### config.mk
export PLATFORM = sky130hd
export DESIGN_NAME = tkc_ctl
export DESIGN_NICKNAME = d
export VERILOG_FILES = /design/src/hdl/tkc_pkg.sv /design/src/hdl/tkc_ctl.sv
export SDC_FILE = /design/constraint.sdc
export NUM_CORES = 1
export LEC_CHECK = 0
export BUFFER_PORTS_ARGS = -buffer_cell sky130_fd_sc_hd__clkbuf_2
export CAP_MARGIN = 25
export CORE_ASPECT_RATIO = 1.4
export CORE_MARGIN = 5
export CORE_UTILIZATION = 50
export CTS_CLUSTER_DIAMETER = 50
export DETAILED_ROUTE_END_ITERATION = 12
export PLACE_DENSITY = 0.78
export SYNTH_ARGS = -nofsm -noshare
export SYNTH_HDL_FRONTEND = slang
export SYNTH_SLANG_ARGS = --single-unit
### constraint.sdc
create_clock -name clock -period 2.1 [get_ports clock]
set_input_delay 0.42 -clock clock [delete_from_list [all_inputs] [get_ports clock]]
set_output_delay 0.42 -clock clock [all_outputs]
set_load 0.005 [all_outputs]
### src/hdl/tkc_pkg.sv
// Shared types, constants and helper functions for the trie keyword counter.
// No dependencies; imported by every module of the block.
package tkc_pkg;

   localparam int NODES    = 4096;
   localparam int NODE_W   = 12;
   localparam int ALPHABET = 26;
   localparam int LETTER_W = 5;
   localparam int KEYWORDS = 32;
   localparam int KW_W     = 5;
   localparam int MARK_W   = 6;
   localparam int CNT_W    = 24;
   localparam int FREE_W   = 13;

   localparam logic [CNT_W-1:0] CNT_MAX = {CNT_W{1'b1}};

   localparam logic [2:0] OP_DICT = 3'd0;
   localparam logic [2:0] OP_STOP = 3'd1;
   localparam logic [2:0] OP_KEY  = 3'd2;
   localparam logic [2:0] OP_ART  = 3'd3;
   localparam logic [2:0] OP_DOC  = 3'd4;

   // controller to datapath
   typedef struct packed {
      logic              clear;
      logic [NODE_W-1:0] clr_addr;
      logic              accept;
      logic              exec;
      logic              walk;
      logic [KW_W-1:0]   walk_idx;
      logic              walk_last;
   } cmd_type;

   // datapath to controller
   typedef struct packed {
      logic              doc_end;
      logic [MARK_W-1:0] kw_used;
   } sts_type;

   function automatic logic [CNT_W-1:0] sat_inc(input logic [CNT_W-1:0] v);
      return (v == CNT_MAX) ? v : v + 1'b1;
   endfunction

   function automatic logic is_letter(input logic [7:0] c);
      return (c >= 8'd97 && c <= 8'd122) || (c >= 8'd65 && c <= 8'd90);
   endfunction

   function automatic logic [LETTER_W-1:0] letter_of(input logic [7:0] c);
      logic [7:0] d;
      d = (c >= 8'd97) ? c - 8'd97 : c - 8'd65;
      return d[LETTER_W-1:0];
   endfunction

endpackage

### src/hdl/tkc_ctl.sv
// Controller state machine: memory clearing sweep, request sequencing and
// the document summary walk. Depends on tkc_pkg.
module tkc_ctl
   import tkc_pkg::*;
(
   input  logic    clock,
   input  logic    reset,
   input  logic    start,
   output logic    busy,
   input  sts_type sts,
   output cmd_type cmd
);

   typedef enum logic [1:0] {ST_CLEAR, ST_IDLE, ST_EXEC, ST_WALK} state_type;

   state_type         state_ff;
   logic [NODE_W-1:0] clr_ff;
   logic [KW_W-1:0]   idx_ff;
   logic              walk_last;

   assign walk_last = (sts.kw_used == '0) ||
                      ({1'b0, idx_ff} == sts.kw_used - 1'b1);

   always_ff @(posedge clock) begin
      if (reset) begin
         state_ff <= ST_CLEAR;
         clr_ff   <= '0;
         idx_ff   <= '0;
      end else begin
         unique case (state_ff)
            ST_CLEAR: begin
               clr_ff <= clr_ff + 1'b1;
               if (clr_ff == NODE_W'(NODES - 1)) state_ff <= ST_IDLE;
            end
            ST_IDLE: begin
               if (start) state_ff <= ST_EXEC;
            end
            ST_EXEC: begin
               idx_ff   <= '0;
               state_ff <= sts.doc_end ? ST_WALK : ST_IDLE;
            end
            ST_WALK: begin
               idx_ff <= idx_ff + 1'b1;
               if (walk_last) state_ff <= ST_IDLE;
            end
            default: state_ff <= ST_IDLE;
         endcase
      end
   end

   assign busy          = (state_ff != ST_IDLE);
   assign cmd.clear     = (state_ff == ST_CLEAR);
   assign cmd.clr_addr  = clr_ff;
   assign cmd.accept    = (state_ff == ST_IDLE) && start;
   assign cmd.exec      = (state_ff == ST_EXEC);
   assign cmd.walk      = (state_ff == ST_WALK);
   assign cmd.walk_idx  = idx_ff;
   assign cmd.walk_last = walk_last;

endmodule

Yosys cells after proc, flatten, opt, wreduce, memory -nomap -nowiden
Cells that the tools add are included.
- flip-flop bits (word level): 19
- output and inout port bits: 23
- add/subtract/negate cells: 3
- equal/unequal tests: 9
- mux-type cells: 6
- reduce and logical (&&, ||, !) cells: 6
- operator list (kind ; count):
    $add 12x1->12 const B ; 1
    $eq 12x12->1 const B ; 1
    $pmux 5 s2 ; 1
    $mux 2 ; 4
    $pmux 2 s4 ; 1
    $eq 5x6->1 ; 1
    $logic_not 6->1 ; 1
    $ne 2x1->1 const B ; 3
    $sub 6x1->6 const B ; 1
    $add 5x1->5 const B ; 1
    $eq 2x2->1 const B ; 2
    $reduce_and 3->1 ; 1
    $eq 2x1->1 const B ; 1
    $logic_not 2->1 ; 1
    $ne 2x2->1 const B ; 1
    $reduce_bool 2->1 ; 1
    $logic_and 1x1->1 ; 1
    $logic_or 1x1->1 ; 1

Depth between registers and ports, before layout
- depth after elaboration: 5
- depth in mapped cells: 8
- gate-level depth less buffers: 7

Least setup slack after synthesis
OpenSTA, ideal clock, no wires.
- kind: input to output
- start: input port sts[2] (netlist name)
- end: output port cmd[0] (netlist name)
- data arrival time: 1.489 ns
- data required time: 1.680 ns
- slack: 0.191 ns
- stages on the path: 5
- buffers on the path: 1
- cell sequence: or3_4 or4_1 nand4_1 o21bai_1 buf_4
- longest elaborated chain between the ends: 3
- elaborated cells between the ends (all ways): 4
- those cells by class: add/sub: 1; eq/ne: 1; reduce/logical: 2
- RTL lines (what ; RTL line ; text):
    start: declaration ; tkc_ctl.sv:10 ; input sts_type sts,
    $sub 6x1->6 ; tkc_ctl.sv:22 ; ({1'b0, idx_ff} == sts.kw_used - 1'b1);
    $eq 5x6->1 ; tkc_ctl.sv:22 ;
    $logic_or 1x1->1 (*) ; tkc_ctl.sv:21 ; assign walk_last = (sts.kw_used == '0) ||
    end: declaration ; tkc_ctl.sv:11 ; output cmd_type cmd
Every way passes the cells marked *; elsewhere a longest branch is shown, timed or not.

==> flow_summary_export.csv <==
group,metric,value,unit
grt,first_global_vias,1055,
setup_path,crit_type,"primary input to output port",
logic_synthesis,synth_top_area_share,34.04,%
sta,tightest_slew,0.3914,ns
worst_hold_path,hold_path.class,"flip-flop to flip-flop",
die,io_pins,33,
detailed_routing,routed_wl,2419,um
sta,hold_viol,0,
layout,syn_to_final_growth,22.51,%
grt,antenna_found_initial,0,
logic_synthesis,netlist_area,0.001117,mm2
placed_design,dp.cells,184,
grt,grt_max_degree,22,
detailed_routing,drtIter0Drc,15,
die,die-area,0.003293,mm2
power_and_ir_drop,p_int,557.7,uW
power_and_ir_drop,seq_power_share,52.4,%
logic_synthesis,yosysMostFrequentCell,"nor2_1",
logic_synthesis,synthTopCellsByCount,"21 x nor2_1, 19 x dfxtp_1, 10 x xor2_1",
clock_tree,clk_latency,0.29,ns
detailed_routing,drc_errors,0,
clock_tree,cts_tree,"yes",
logic_synthesis,yosysTopAreaCell,"dfxtp_1",
sta,rsz0062_at_grt,"true",
clock_tree,cts-root-buf,"clkbuf_4",
worst_hold_path,min_from,"state_ff[1]",
worst_hold_path,hold_end,"state_ff[1]",
layout,final_nets,185,
placed_design,portBuffers,32,
placed_design,dp_hpwl,1937,um
logic_synthesis,async_flop_share,0,%
sta,fin_worst_skew,0.001634,ns
sta,max_clock_freq,0.4819,GHz
layout,n_antenna_cell,0,
power_and_ir_drop,p_leak,0.5843,nW
sta,post-route-min-period,2.075,ns
layout,finalInstanceArea,0.001369,mm2
setup_path,r2r_start,"clr_ff[1]",
setup_path,crit_path_start_kind,"primary input",
clock_tree,clk_pin_slew_worst_paths,0.09,ns
detailed_routing,dr.pass1.iters,4,
die,core,0.002152,mm2
layout,fin_util,63.60,%
die,initial_core_util,51.92,%
grt,grt_pass1_wl,4229,um
layout,final_cells,188,
power_and_ir_drop,pwr-share-clk,22.6,%
status,status,"finished clean",
placed_design,place_congestion,0.7913,
setup_path,reg2reg_depth,7,
setup_path,r2r_end,"state_ff[0]",
logic_synthesis,yosys_register_bits,19,
sta,fin_crit_sh,98.82,%
sta,drv_slew,0,
setup_path,worst-r2r-setup-slack,0.18,ns
clock_tree,cts_sinks,19,
logic_synthesis,synthesis.nets,150,
clock_tree,clockBufferDepth,2,
sta,fin_hold_ws,0.5233,ns
setup_path,worst_setup_path_end_kind,"output port",
grt,grtUsageTotal,15.78,%
detailed_routing,routed_via_density,5.431,
sta,setup_viol,0,
clock_tree,postCtsHoldBufs,0,
clock_tree,cts_buffers,3,
detailed_routing,vias,1021,
worst_hold_path,holdPathStages,2,
power_and_ir_drop,p_switching,220.2,uW
grt,overflow,0,
power_and_ir_drop,powerDensity,568.3,mW/mm2
placed_design,place_area,0.001305,mm2
logic_synthesis,ys.flop_type,"dfxtp_1",
logic_synthesis,yosysSeqAreaShare,34.04,%
power_and_ir_drop,ir_drop,0.0004457,V
detailed_routing,ant_nets,0,
die,die_height,65.94,um
setup_path,worst_ep_required_time,1.68,ns
clock_tree,h-tree-depth,1,
setup_path,worstPathArrival,1.66,ns
logic_synthesis,synth-warning-count,0,
logic_synthesis,synth_area_leaders,"dfxtp_1 34%, ha_1 9.0%, xor2_1 7.8%",
logic_synthesis,synth_edf_count,0,
die,fp.dieW,49.95,um
power_and_ir_drop,sw_frac_of_total,28.31,%
logic_synthesis,syn_avg_cell_area,8.465,um2
setup_path,crit_fanout,3,
detailed_routing,wire_per_inst,12.87,um
sta,relSlewSlack,73.90,%
logic_synthesis,synth_cell_types,34,
layout,drive_gt1_share,28.92,%
clock_tree,cts_setup_buffers,0,
logic_synthesis,syn_inst,132,
sta,layout_setup_ws,0.02478,ns
placed_design,pre_cts_slack,-0.03076,ns
die,rows,20,
job,max_cap_violations,0,
power_and_ir_drop,power_frac_comb,25.0,%
[metal layers]
metal	track usage [%]	wire [um]	part of all wire (%)	vias to the layer above
li1	-	-	-	514
met1	16.71	945	39	475
met2	31.05	1344	56	28
met3	1.354	97	4.0	4
met4	5.902	31	1.3	0
met5	0	0	0	-
[critical path, stage by stage]
cell and delay (ns):
buf_6 0.09, or3_4 0.40, or4_4 0.41, nand4_1 0.13, o21bai_1 0.08, buf_2 0.12
[worst max-delay path by stage]
stage,start,to,slack [ns]
after floorplan,sts[2],cmd[0],0.19
after global placement,clr_ff[0],state_ff[0],0.003
after detailed placement,clr_ff[0],state_ff[0],-0.03
after CTS,clr_ff[0],state_ff[0],0.04
after global routing,sts[2],cmd[0],-0.03
final,sts[2],cmd[0],0.02
[area by class of cell]
| type | count | area (um2) |
|---|---|---|
| clock buffers | 4 | 26.28 |
| well taps | 22 | 27.53 |
| flip-flops and latches | 19 | 381.6 |
| inverters | 8 | 30.03 |
| multi-input cells | 100 | 705.7 |
| fillers | 192 | 783.3 |
| repair buffers | 35 | 197.7 |
[placed cells by master (no fill, tap or decap), types with 3 or more instances in the layout]
cell type / n
clkbuf_2: 27
nor2_1: 21
dfxtp_1: 18
xor2_1: 10
xnor2_1: 9
inv_1: 8
nand2_1: 8
ha_1: 8
nand4_1: 7
a21oi_1: 5
nor3b_1: 4
buf_4: 4
nor3_1: 3
mux2i_1: 3
clkbuf_4: 3
[power groups by stage]
stage | Sequential, mW | Clock (mW) | Combinational, mW
final | 0.407 | 0.176 | 0.195
after CTS | 0.406 | 0.185 | 0.192
after global placement | 0.413 | 0 | 0.182
after detailed placement | 0.414 | 0 | 0.189
after floorplan | 0.412 | 0 | 0.116
after global routing | 0.412 | 0.202 | 0.222
[flip-flops by register name, indices dropped and copies added, names as in the netlist]
register	cells
state_ff	2
clr_ff	12
idx_ff	5
[stage by stage]
stage | TNS (ns) | power, mW
4_1_cts | 0 | 0.7828
3_5_place_dp | -0.03076 | 0.6033
5_1_grt | -0.03371 | 0.8361
3_3_place_gp | 0 | 0.5957
2_1_floorplan | 0 | 0.5285
6_report | 0 | 0.7779
[logic make-up (layout without fill, tap and decap cells)]
| logic type | after synthesis | count (layout) | synth area share, % |
|---|---|---|---|
| AOI/OAI and AO/OA | 14 | 14 | 8.064 |
| xor gates and xnor gates | 19 | 19 | 14.89 |
| adders and majority gates | 8 | 8 | 8.959 |
| buffers and inverters | 13 | 47 | 4.703 |
| DFF | 19 | 19 | 34.04 |
| muxes | 4 | 4 | 4.031 |
| and+or+nand+nor | 55 | 55 | 25.31 |
[timing repair]
action	4_1_cts	5_1_grt
hold endpoints to repair	0	0
resized for setup	1	12
cloned	0	0
endpoints found under the setup margin	1	3
pin swaps	0	1
(Power assumes the default switching activity.)
